### src/ofsl_pkg.sv
// Package for the object file section loader: parse phase and section kind
// types, header word codes and the result item struct.
// No dependencies.
package ofsl_pkg;

  localparam int unsigned WordBits = 16;
  localparam int unsigned ByteBits = 8;

  // Header words
  localparam logic [WordBits-1:0] HdrCode = 16'hCADE;
  localparam logic [WordBits-1:0] HdrData = 16'hDADA;
  localparam logic [WordBits-1:0] HdrSym  = 16'hC3B7;
  localparam logic [WordBits-1:0] HdrName = 16'hF17E;
  localparam logic [WordBits-1:0] HdrLine = 16'h715E;

  // Bytes skipped after a line-number header
  localparam logic [WordBits-1:0] LineSkipBytes = 16'd6;

  typedef enum logic [8:0] {
    PH_HDR_HI  = 9'b0_0000_0001,
    PH_HDR_LO  = 9'b0_0000_0010,
    PH_ADDR_HI = 9'b0_0000_0100,
    PH_ADDR_LO = 9'b0_0000_1000,
    PH_CNT_HI  = 9'b0_0001_0000,
    PH_CNT_LO  = 9'b0_0010_0000,
    PH_DATA_HI = 9'b0_0100_0000,
    PH_DATA_LO = 9'b0_1000_0000,
    PH_SKIP    = 9'b1_0000_0000
  } phase_e;

  typedef enum logic [1:0] {
    KIND_CODE = 2'd0,
    KIND_SYM  = 2'd1,
    KIND_NAME = 2'd2,
    KIND_LINE = 2'd3
  } kind_e;

  typedef enum logic {
    EV_WRITE   = 1'b0,
    EV_UNKNOWN = 1'b1
  } event_e;

  typedef struct packed {
    logic                event_kind;
    logic [WordBits-1:0] write_address;
    logic [WordBits-1:0] word_value;
  } result_t;

endpackage

### src/ofsl_parser.sv
// Section parser: phase state machine, byte latch, address and count
// registers, and the result each byte produces. Depends on ofsl_pkg.
module ofsl_parser
  import ofsl_pkg::*;
#(
  parameter int unsigned ADDRESS_BITS = 16
) (
  input  logic                clk_i,
  input  logic                rst_ni,
  input  logic                step_i,
  input  logic [ByteBits-1:0] file_byte_i,
  input  logic                new_file_i,
  output logic                res_valid_o,
  output result_t             res_o
);

  phase_e                  phase_q, phase_d, phase_eff;
  logic [ByteBits-1:0]     hi_q, hi_d;
  kind_e                   kind_q, kind_d;
  logic [ADDRESS_BITS-1:0] addr_q, addr_d;
  logic [WordBits-1:0]     cnt_q, cnt_d;
  logic [WordBits-1:0]     word;
  logic [WordBits-1:0]     cnt_dec;

  assign word      = {hi_q, file_byte_i};
  assign cnt_dec   = cnt_q - 16'd1;
  assign phase_eff = new_file_i ? PH_HDR_HI : phase_q;

  always_comb begin
    phase_d     = phase_q;
    hi_d        = hi_q;
    kind_d      = kind_q;
    addr_d      = addr_q;
    cnt_d       = cnt_q;
    res_valid_o = 1'b0;
    res_o       = '0;
    unique case (phase_eff)
      PH_HDR_LO: begin
        if (word == HdrCode || word == HdrData) begin
          kind_d  = KIND_CODE;
          phase_d = PH_ADDR_HI;
        end else if (word == HdrSym) begin
          kind_d  = KIND_SYM;
          phase_d = PH_ADDR_HI;
        end else if (word == HdrName) begin
          kind_d  = KIND_NAME;
          phase_d = PH_CNT_HI;
        end else if (word == HdrLine) begin
          kind_d  = KIND_LINE;
          cnt_d   = LineSkipBytes;
          phase_d = PH_SKIP;
        end else begin
          res_valid_o         = 1'b1;
          res_o.event_kind    = EV_UNKNOWN;
          res_o.write_address = '0;
          res_o.word_value    = word;
          phase_d             = PH_HDR_HI;
        end
      end
      PH_ADDR_LO: begin
        addr_d  = word[ADDRESS_BITS-1:0];
        phase_d = PH_CNT_HI;
      end
      PH_CNT_LO: begin
        cnt_d = word;
        if (word == '0) begin
          phase_d = PH_HDR_HI;
        end else if (kind_q == KIND_CODE) begin
          phase_d = PH_DATA_HI;
        end else begin
          phase_d = PH_SKIP;
        end
      end
      PH_DATA_LO: begin
        res_valid_o         = 1'b1;
        res_o.event_kind    = EV_WRITE;
        res_o.write_address = WordBits'(addr_q);
        res_o.word_value    = word;
        addr_d              = addr_q + 1'b1;
        cnt_d               = cnt_dec;
        phase_d             = (cnt_dec == '0) ? PH_HDR_HI : PH_DATA_HI;
      end
      PH_SKIP: begin
        cnt_d = cnt_dec;
        if (cnt_dec == '0) begin
          phase_d = PH_HDR_HI;
        end
      end
      PH_ADDR_HI: begin
        hi_d    = file_byte_i;
        phase_d = PH_ADDR_LO;
      end
      PH_CNT_HI: begin
        hi_d    = file_byte_i;
        phase_d = PH_CNT_LO;
      end
      PH_DATA_HI: begin
        hi_d    = file_byte_i;
        phase_d = PH_DATA_LO;
      end
      default: begin
        // header high byte, and any corrupt phase code
        hi_d    = file_byte_i;
        phase_d = PH_HDR_LO;
      end
    endcase
  end

  always_ff @(posedge clk_i or negedge rst_ni) begin
    if (!rst_ni) begin
      phase_q <= PH_HDR_HI;
      hi_q    <= '0;
      kind_q  <= KIND_CODE;
      addr_q  <= '0;
      cnt_q   <= '0;
    end else if (step_i) begin
      phase_q <= phase_d;
      hi_q    <= hi_d;
      kind_q  <= kind_d;
      addr_q  <= addr_d;
      cnt_q   <= cnt_d;
    end
  end

endmodule

### src/ofsl_out_reg.sv
// Result register with valid/ready handshake toward the consumer.
// Depends on ofsl_pkg for the result struct.
module ofsl_out_reg
  import ofsl_pkg::*;
(
  input  logic    clk_i,
  input  logic    rst_ni,
  input  logic    load_i,
  input  logic    load_valid_i,
  input  result_t load_data_i,
  input  logic    out_ready_i,
  output logic    free_o,
  output logic    out_valid_o,
  output result_t out_data_o
);

  logic    valid_q;
  result_t data_q;

  // register may take a new value when empty or being drained this cycle
  assign free_o      = !valid_q || out_ready_i;
  assign out_valid_o = valid_q;
  assign out_data_o  = data_q;

  always_ff @(posedge clk_i or negedge rst_ni) begin
    if (!rst_ni) begin
      valid_q <= 1'b0;
    end else if (load_i) begin
      valid_q <= load_valid_i;
    end else if (out_ready_i) begin
      valid_q <= 1'b0;
    end
  end

  always_ff @(posedge clk_i) begin
    if (load_i && load_valid_i) begin
      data_q <= load_data_i;
    end
  end

endmodule

### src/object_file_section_loader.sv
// Top level of the object file section loader: input register, section
// parser and result register. Depends on ofsl_pkg, ofsl_parser, ofsl_out_reg.
//
// The loader takes an object file one byte per item (big-endian words) and
// turns code and data sections (headers 0xCADE / 0xDADA) into memory write
// items, one per payload word, at consecutive addresses that wrap within
// ADDRESS_BITS bits. Symbol, file-name and line-number sections are parsed
// and their bodies skipped. Any other header word yields one item with
// event_kind = 1, the word in word_value and write_address = 0. Setting
// new_file_i on a byte restarts the parser with that byte as a header high
// byte. Rate: one byte per cycle sustained. Each byte is held in the input
// register until the result register is free; the parser then consumes
// it, updates its phase and loads the result register, which presents the
// result to the consumer. A stalled consumer holds the result register,
// which then back-pressures the input register; nothing else limits
// throughput.
module object_file_section_loader
  import ofsl_pkg::*;
#(
  parameter int unsigned ADDRESS_BITS = 16
) (
  input  logic                clk_i,
  input  logic                rst_ni,
  input  logic                in_valid_i,
  output logic                in_ready_o,
  input  logic [ByteBits-1:0] file_byte_i,
  input  logic                new_file_i,
  output logic                out_valid_o,
  input  logic                out_ready_i,
  output logic                event_kind_o,
  output logic [WordBits-1:0] write_address_o,
  output logic [WordBits-1:0] word_value_o
);

  // input register
  logic                in_valid_q;
  logic [ByteBits-1:0] byte_q;
  logic                new_file_q;

  logic    advance;   // result register can take whatever the parser yields
  logic    step;      // parser consumes the registered byte
  logic    res_valid;
  result_t res;
  result_t out_data;

  assign step       = advance && in_valid_q;
  assign in_ready_o = !in_valid_q || advance;

  always_ff @(posedge clk_i or negedge rst_ni) begin
    if (!rst_ni) begin
      in_valid_q <= 1'b0;
    end else if (in_ready_o) begin
      in_valid_q <= in_valid_i;
    end
  end

  always_ff @(posedge clk_i) begin
    if (in_ready_o && in_valid_i) begin
      byte_q     <= file_byte_i;
      new_file_q <= new_file_i;
    end
  end

  ofsl_parser #(
    .ADDRESS_BITS(ADDRESS_BITS)
  ) u_parser (
    .clk_i      (clk_i),
    .rst_ni     (rst_ni),
    .step_i     (step),
    .file_byte_i(byte_q),
    .new_file_i (new_file_q),
    .res_valid_o(res_valid),
    .res_o      (res)
  );

  // bytes that produce nothing still load the register, leaving it empty
  ofsl_out_reg u_out_reg (
    .clk_i       (clk_i),
    .rst_ni      (rst_ni),
    .load_i      (step),
    .load_valid_i(res_valid),
    .load_data_i (res),
    .out_ready_i (out_ready_i),
    .free_o      (advance),
    .out_valid_o (out_valid_o),
    .out_data_o  (out_data)
  );

  assign event_kind_o    = out_data.event_kind;
  assign write_address_o = out_data.write_address;
  assign word_value_o    = out_data.word_value;

endmodule

### config.mk
export PLATFORM = sky130hd
export DESIGN_NAME = object_file_section_loader
export DESIGN_NICKNAME = d
export VERILOG_FILES = /design/src/ofsl_pkg.sv /design/src/ofsl_parser.sv /design/src/ofsl_out_reg.sv /design/src/object_file_section_loader.sv
export SDC_FILE = /design/constraint.sdc
export NUM_CORES = 1
export LEC_CHECK = 0
export CAP_MARGIN = 0
export CORE_MARGIN = 2
export CORE_UTILIZATION = 36
export CTS_CLUSTER_SIZE = 12
export DETAILED_ROUTE_END_ITERATION = 6
export DONT_BUFFER_PORTS = 1
export GPL_TIMING_DRIVEN = 0
export PLACE_DENSITY_LB_ADDON = 0.12
export SYNTH_ARGS = -nofsm -noshare
export SYNTH_HDL_FRONTEND = slang
export SYNTH_SLANG_ARGS = --single-unit
### constraint.sdc
create_clock -name clk_i -period 3.7 [get_ports clk_i]
set_input_delay 0.185 -clock clk_i [delete_from_list [all_inputs] [get_ports clk_i]]
set_output_delay 0.185 -clock clk_i [all_outputs]
set_load 0.01 [all_outputs]
-- Word-level counts from Yosys, hierarchy flattened
Cells that the tools add are included.
Widths: inputs -> output; s select.
- $add $sub $neg: 2
- mux-type cells: 32
- equal/unequal tests: 18
- reductions and logical operators: 22
- bitwise logic cells: 1
- operators by type and width (cell ; number):
    $mux 33 ; 4
    $mux 9 ; 8
    $pmux 9 s8 ; 1
    $pmux 33 s2 ; 1
    $eq 16x16->1 const B ; 4
    $mux 16 ; 4
    $pmux 16 s3 ; 1
    $logic_not 16->1 ; 2
    $pmux 16 s2 ; 1
    $add 16x1->16 const B ; 1
    $eq 16x15->1 const B ; 1
    $sub 16x1->16 const B ; 1
    $eq 9x2->1 const B ; 1
    $eq 9x3->1 const B ; 1
    $eq 9x4->1 const B ; 1
    $eq 9x5->1 const B ; 1
    $eq 9x6->1 const B ; 1
    $eq 9x7->1 const B ; 1
    $eq 9x8->1 const B ; 1
    $eq 9x9->1 const B ; 1
    $mux 2 ; 4
    $mux 7 ; 1
    $mux 1 ; 6
    $ne 2x2->1 const B ; 3
    other kinds (15) ; 24
- flip-flop bits (word level): 95
- word-level logic and storage cells: 87
- input port bits: 13
- output and inout port bits: 35

-- Logic depth before layout (Yosys ltp)
Gate-level depths: netlist (run 1).
- word-level depth: 7
- gate-level depth with buffers: 10
- depth with buffers taken out: 9

-- Modules after synthesis
A second synthesis (run 1) with hierarchy kept.
- cell total of the unflattened synthesis: 490
- area total of the unflattened synthesis: 4989.8 sq um
- modules (own cells, without submodules) (module ; times used ; sequential area each (sq um) ; area an instance (sq um) ; cells an instance):
    ofsl_parser ; 1 ; 1277.5 ; 3613.5 ; 439
    ofsl_out_reg ; 1 ; 1016.0 ; 1046.0 ; 37
    object_file_section_loader ; 1 ; 295.3 ; 330.3 ; 14

-- Worst setup path after synthesis (run 1)
OpenSTA, ideal clock, no wires.
- kind: register -> register
- from: register u_parser.phase_q[4]
- to: register u_out_reg.data_q (netlist bit u_out_reg.out_data_o[0]), enable pin
- required time: 3.312 ns
- buffers on the path: 0
- cell stages (with the launch flop): 7
- arrival time: 2.233 ns
- period minus slack after synthesis: 2.621 ns
- setup time: 0.388 ns
- setup slack: 1.079 ns
- cells stage by stage: dfrtp_1 nor4_1 and2_1 o211ai_1 nor3_1 o21ai_0 inv_1
- word-level cells in the longest chain between the ends: 4
- elaborated cells on any way between the ends: 5
- those cells by class: eq/ne: 2; mux: 2; reduce/logical: 1
- ends and longest elaborated chain (item ; RTL line ; RTL):
    start, declared ; ofsl_parser.sv:17 ; phase_e phase_q, phase_d, phase_eff;
    start signal, assigned ; ofsl_parser.sv:117 ; phase_q <= phase_d;
    $mux 9 (*) ; ofsl_parser.sv:27 ; assign phase_eff = new_file_i ? PH_HDR_HI : phase_q;
    $eq 9x8->1 / $eq 9x2->1 (equally long branches) ; ofsl_parser.sv:37 ; unique case (phase_eff)
    $pmux 1 s2 (*) ; ofsl_parser.sv:37 ;
    $logic_and 1x1->1 (*) ; ofsl_out_reg.sv:36 ; if (load_i && load_valid_i) begin
    end signal, assigned ; ofsl_out_reg.sv:37 ; data_q <= load_data_i;
    end, declared ; ofsl_out_reg.sv:18 ; result_t data_q;
Every way passes the cells marked *; elsewhere a longest branch is shown, timed or not.
A chain may end at the register's enable or synchronous reset.

-- Worst setup path after layout (run 1)
- from: register byte_q[5]
- to: register u_out_reg.data_q (netlist bit u_out_reg.out_data_o[12]), enable pin
- word-level cells in the longest chain between the ends: 7
- elaborated cells on any way between the ends: 12
- those cells by class: eq/ne: 5; mux: 5; reduce/logical: 2
- ends and longest elaborated chain (item ; RTL line ; RTL):
    start, declared ; object_file_section_loader.sv:37 ; logic [ByteBits-1:0] byte_q;
    start signal, assigned ; object_file_section_loader.sv:59 ; byte_q <= file_byte_i;
    $eq 16x15->1 ; ofsl_parser.sv:48 ; end else if (word == HdrLine) begin
    $mux 1 ; ofsl_parser.sv:48 ;
    $mux 1 ; ofsl_parser.sv:45 ; end else if (word == HdrName) begin
    $mux 1 ; ofsl_parser.sv:42 ; end else if (word == HdrSym) begin
    $mux 1 (*) ; ofsl_parser.sv:39 ; if (word == HdrCode || word == HdrData) begin
    $pmux 1 s2 (*) ; ofsl_parser.sv:37 ;
    $logic_and 1x1->1 (*) ; ofsl_out_reg.sv:36 ;
Marks and branches as above.

==> metrics.yaml, run 1 <==
path_max_fanout: 10
track_usage: 0.190
routedWlPerCell_um: 19.1
synthTopCellsByArea: "dfrtp_1, edfxtp_1, and2_1"
cts_sinks: 95
post-dp-hpwl_um: 9040
synth.avg_cell_area_um2: 10.2
synth_top_area_frac: 0.263
die_h_um: 121
worstPathRequired_ns: 3.81
synth_cell_types: 71
multiInputGateArea_um2: 2200
ir_drop_mv: 0.221
pwr-share-comb: 0.189
period_share: 0.919
r2r_cells: 7
grt_pass1_wl_um: 21200
die-width_um: 121
reg2reg_to: "u_out_reg.out_data_o[12]"
cp.arrival_ns: 3.51
cts_buffer_depth: 2
overflow: 0
clkSlewWorstSetupHoldPaths_ns: 0.07
antenna_cells: 0
intPower_w: 0.00206
port_buffers: 0
coreArea_um2: 13300
pre_cts_slack_ns: -0.0760
fin_cells: 692
r2r_start: "byte_q[5]"
fin_nets: 527
cap_violations: 0
wirelength_um: 13200
fin_crit_ns: 3.40
syn_area_um2: 4940
hold_viol: 0
p_sw_frac: 0.328
clock_skew_ns: 0.00941
gp_congestion: 0.845
root_buffer: "clkbuf_16"
holdPathEnd: "u_out_reg.out_valid_o"
synthArstFlopShare: 0.558
antenna_found_initial: 0
dieArea_um2: 14700
status: "finished, final reports clean"
h-tree-depth: 3
syn_to_final_growth_pct: 14.3
synth_edf_count: 42
ant_nets: 0
post_route_cells_drive_above_1_share: 0.101
critical_path.startpoint: "byte_q[5]"
first_pass_iters: 5
ys_ff_latch: 95
p_sw_w: 0.00101
clock_latency_ns: 0.36
syn_nets: 500
grt_pass1_vias: 3825
hold_depth: 2
hold_path.class: "primary input to flop"
leakage_nw: 2.16
cts_buffers: 9
yosysTopAreaCell: "dfrtp_1"
synth_common_cells: "dfrtp_1, nor2_1, edfxtp_1, a21oi_1, and2_1"
via_per_inst: 5.70
utilization: 0.424
hp-start: "out_ready_i"
critPathLaunchType: "flop"
place_inst: 660
rows: 42
ios: 48
cts_tree: "yes"
p_clk_frac: 0.322
setup_violations: 0
final-seq-area_um2: 2590
fin_ws_ns: 0.299
vias: 3946
drv_slew: 0
ys_warn_count: 0
seq_area_frac_synth: 0.524
synth_ff_type: "dfrtp_1"
r2r_slack_ns: 0.30
syn_inst: 484
worstSetupPathType: "flop to flop"
max_slew_margin: 0.456
tightest_slew_ns: 0.810
dr.first_iter.drc_count: 380
nFillCells: 1291
end_kind: "flop"
grt_start_max_net_pins: 54
pwr-share-seq: 0.489
fmax_ghz: 0.294
rsz0062_at_grt: "false"
start_util: 0.371
drt_drc_violations_left: 0
powerDensity_nw_per_um2: 543
[worst max path at each step]
stage,endpoint,cells past startpoint
finish,u_out_reg.out_data_o[12],7
detailed placement,u_out_reg.out_data_o[13],6
global placement,u_out_reg.out_data_o[24],7
CTS,u_out_reg.out_data_o[27],7
global route,u_out_reg.out_data_o[6],7
floorplan,u_out_reg.out_data_o[0],6
[power by group through the flow]
stage	Combinational, W	Sequential (W)	Clock (W)
final	0.000580	0.00150	0.000988
after CTS	0.000584	0.00150	0.00101
after floorplan	0.000417	0.00143	0
after global routing	0.000646	0.00152	0.00105
after global placement	0.000522	0.00152	0
after detailed placement	0.000532	0.00153	0
[logic make-up (layout without fill, tap and decap cells)]
family	Yosys count	in the layout	synth area share
buffers and inverters	34	66	0.0299
AND/OR/NAND/NOR	201	201	0.227
multiplexers	11	11	0.0258
AO/OA/AOI/OAI	137	137	0.180
adder cells (fa/ha/maj)	3	3	0.00760
XOR/XNOR	3	3	0.00532
flip-flops	95	95	0.524
[state kept, by name (all words and copies together), names as in the netlist]
name / flops
u_parser.phase_q: 9
byte_q: 8
u_parser.hi_q: 8
u_parser.kind_q: 2
new_file_q: 1
in_valid_q: 1
u_parser.cnt_q: 16
u_out_reg.out_valid_o: 1
u_parser.addr_q: 16
u_out_reg.out_data_o: 33
[area by class of cell]
type | count | area share
sequential | 95 | 0.459
multi-input combinational | 355 | 0.390
clock buffer | 9 | 0.0399
tap | 176 | 0.0390
timing repair buffer | 15 | 0.0284
buffer | 23 | 0.0188
clock inverter | 7 | 0.0155
inverter | 11 | 0.00798
timing repair inverter | 1 | 0.00133
[metrics by stage]
stage / cell area (um^2) / setup TNS [ns] / total power [W] / hold WS [ns]
6_report: 5640 / 0 / 0.00307 / 0.0441
5_1_grt: 5640 / 0 / 0.00321 / 0.0878
4_1_cts: 5640 / 0 / 0.00310 / 0.0334
3_5_place_dp: 5160 / -2.48 / 0.00206 / -0.108
3_3_place_gp: 5160 / 0 / 0.00204 / -0.108
2_1_floorplan: 4940 / 0 / 0.00185 / -0.111
[cells in the final DEF (no fill, tap or decap), types with 4 or more instances in the layout]
cell           synthesis  layout
a211oi_1               5       5
a21oi_1               38      38
a22oi_1                8       8
and2_1                35      35
and3_1                 8       8
buf_2                  4       4
clkbuf_1              17      17
clkbuf_16              0       9
dfrtp_1               52      52
dlygate4sd3_1          0      11
edfxtp_1              42      42
inv_1                 11      10
mux2_1                 9       9
nand2_1               28      28
nand2b_1               4       4
nand3_1               12      12
nand4_1                5       5
nor2_1                52      52
nor2b_1                6       6
nor3_1                13      13
nor3b_1                4       4
nor4_1                 5       5
o211ai_1               4       4
o21ai_0               27      26
o21ai_1               20      21
or3_1                  4       4
[routing by layer]
layer	share of wire	vias to the layer above	global-route usage	wire, um
li1	-	1862	-	-
met1	0.47	1934	0.265	6170
met2	0.46	125	0.292	6100
met3	0.048	25	0.0329	630
met4	0.025	0	0.0770	337
met5	0	-	0	0
[critical path, stage by stage, from the launching register on]
cell        delay [ns]
edfxtp_1          0.32
clkbuf_1          0.55
nand2_1           0.11
o41ai_1           0.75
nor3_1            0.31
o21ai_1           0.66
clkinvlp_4        0.23
buf_4             0.22
[what timing repair did]
action                                  in CTS  in global routing
setup buffers                                3                  0
gates resized for setup                      3                  0
endpoints found under the setup margin      33                  0
hold endpoints to repair                    63                  0
hold buffers                                12                  0
Note: power is estimated with default switching activity, not from simulation.
==> run 2: changes to the inputs <==
clock period = 3.4 ns   (was 3.7 ns; I/O delays follow)
==> metrics.yaml, run 2 (same netlist as run 1, synthesis figures left out) <==
first_pass_iters: 5  # unchanged
slowest_delay_ns: 0.74  # was 0.75 ns
drt_drc_violations_left: 0  # unchanged
coreArea_um2: 13300  # unchanged
largest_reg_flops: 33  # unchanged
utilization: 0.425  # was 0.424
place_inst: 660  # unchanged
cts_tree: "yes"  # unchanged
cts_buffers: 9  # unchanged
hold_depth: 2  # unchanged
dpl-instance-area_um2: 5160  # unchanged
crit_chain: "nor4_1 -> nand2_1 -> o41ai_1 -> nor3_1 -> o21ai_2 -> clkinvlp_4 -> buf_4"  # was clkbuf_1 -> nand2_1 -> o41ai_1 -> nor3_1 -> o21ai_1 -> clkinvlp_4 -> buf_4
critical_path_depth: 7  # unchanged
fin_nets: 527  # unchanged
end_kind: "flop"  # unchanged
ios: 48  # unchanged
via_per_inst: 5.68  # was 5.70
overflow: 0  # unchanged
post-dp-hpwl_um: 9040  # unchanged
wirelength_um: 13200  # about the same
antenna_found_initial: 0  # unchanged
cap_violations: 0  # unchanged
cp_top_family: "compound AO/OA/AOI/OAI gates"  # unchanged
start_util: 0.371  # unchanged
pwr-share-seq: 0.488  # was 0.489
vias: 3933  # was 3946
pwr-share-comb: 0.190  # was 0.189
final.setup.tns_ns: 0  # unchanged
critPathLaunchType: "flop"  # unchanged
clkSlewWorstSetupHoldPaths_ns: 0.07  # about the same
worstPathRequired_ns: 3.49  # was 3.81 ns
h-tree-depth: 3  # unchanged
design_area_um2: 5650  # was 5640 um^2
status: "finished, final reports clean"  # unchanged
root_buffer: "clkbuf_16"  # unchanged
syn_to_final_growth_pct: 14.3  # about the same
drv_slew: 0  # unchanged
cp.arrival_ns: 3.22  # was 3.51 ns
hold_viol: 0  # unchanged
rsz0062_at_grt: "false"  # unchanged
dieArea_um2: 14700  # unchanged
post_route_cells_drive_above_1_share: 0.103  # was 0.101
setup_violations: 0  # unchanged
powerDensity_nw_per_um2: 592  # was 543 nW/um^2
p_clk_frac: 0.322  # about the same
leakage_nw: 2.16  # about the same
port_buffers: 0  # unchanged
clock_skew_ns: 0.0101  # was 0.00941 ns
grt_pass1_vias: 3825  # unchanged
p_sw_w: 0.00110  # was 0.00101 W
fin_total_pwr_w: 0.00334  # was 0.00307 W
ir_drop_mv: 0.241  # was 0.221 mV
die-width_um: 121  # unchanged
clock_latency_ns: 0.36  # about the same
grt_pass1_wl_um: 21200  # unchanged
die_h_um: 121  # unchanged
intPower_w: 0.00224  # was 0.00206 W
gp_congestion: 0.845  # unchanged
nFillCells: 1290  # was 1291
cts_buffer_depth: 2  # unchanged
rows: 42  # unchanged
fmax_ghz: 0.320  # was 0.294 GHz
fin_cells: 692  # unchanged
final_cell_mix: "nor2_1, dfrtp_1, edfxtp_1"  # unchanged
routedWlPerCell_um: 19.1  # about the same
cts_sinks: 95  # unchanged
period_share: 0.920  # was 0.919
track_usage: 0.190  # unchanged
path_buf_inv: 2  # was 3
ant_nets: 0  # unchanged
dr.first_iter.drc_count: 367  # was 380
r2r_cells: 7  # unchanged
path_max_fanout: 17  # was 10
antenna_cells: 0  # unchanged
p_sw_frac: 0.329  # was 0.328
slowest_stage: "o41ai_1"  # unchanged
fin_crit_ns: 3.13  # was 3.40 ns
hold_path.class: "primary input to flop"  # unchanged
grt_start_max_net_pins: 54  # unchanged
worstSetupPathType: "flop to flop"  # unchanged
max_slew_margin: 0.428  # was 0.456
tightest_slew_ns: 0.851  # was 0.810 ns
-- run 2: path summary, 6_finish.rpt --
path                                startpoint  slack, ns                        to
max in group asynchronous               rst_ni       2.79       u_parser.phase_q[0]
hold / removal                     out_ready_i       0.03     u_out_reg.out_valid_o
hold reg to reg            u_parser.phase_q[0]       0.52       u_parser.phase_q[0]
min in group asynchronous               rst_ni       0.31         u_parser.cnt_q[5]
setup / recovery                     byte_q[6]       0.27  u_out_reg.out_data_o[15]
setup reg to reg                     byte_q[6]       0.27  u_out_reg.out_data_o[15]
-- run 2: final cells by class --
| cell class | count | area, um^2 | share of cell area |
|---|---|---|---|
| Timing Repair Buffer | 15 | 160 | 0.0284 |
| Clock inverter | 7 | 87.6 | 0.0155 |
| Clock buffer | 9 | 225 | 0.0399 |
| Inverter | 11 | 45.0 | 0.00798 |
| Multi-Input combinational cell | 355 | 2210 | 0.391 |
| Buffer | 23 | 106 | 0.0188 |
| Timing Repair inverter | 1 | 7.51 | 0.00133 |
| Tap cell | 176 | 220 | 0.0390 |
| Sequential cell | 95 | 2590 | 0.458 |
-- run 2: timing repair --
item	4_1_cts	5_1_grt
setup buffers	3	0
gates cloned	1	0
setup endpoints to repair	33	33
endpoints found under the hold margin	63	0
hold buffers	12	0
gates resized for setup	3	1
-- run 2: power by group through the flow --
stage	combinational, W	sequential, W	clock, W
6_report	0.000634	0.00163	0.00108
5_1_grt	0.000704	0.00165	0.00114
4_1_cts	0.000635	0.00163	0.00110
3_5_place_dp	0.000579	0.00166	0
3_3_place_gp	0.000568	0.00166	0
2_1_floorplan	0.000454	0.00156	0
-- run 2: stage by stage --
step | hold WS, ns | worst slack (ns)
floorplan | -0.126 | 0.779
global placement | -0.123 | -0.263
detailed placement | -0.123 | -0.376
CTS | 0.0184 | 0.0308
global route | 0.0728 | 0.0659
finish | 0.0267 | 0.271
-- run 2: routing by layer --
layer	global-route usage	up-vias	routed length, um
met4	0.0770	0	334
met3	0.0329	24	607
met1	0.265	1926	6180
li1	-	1862	-
met5	0	-	0
met2	0.292	121	6100
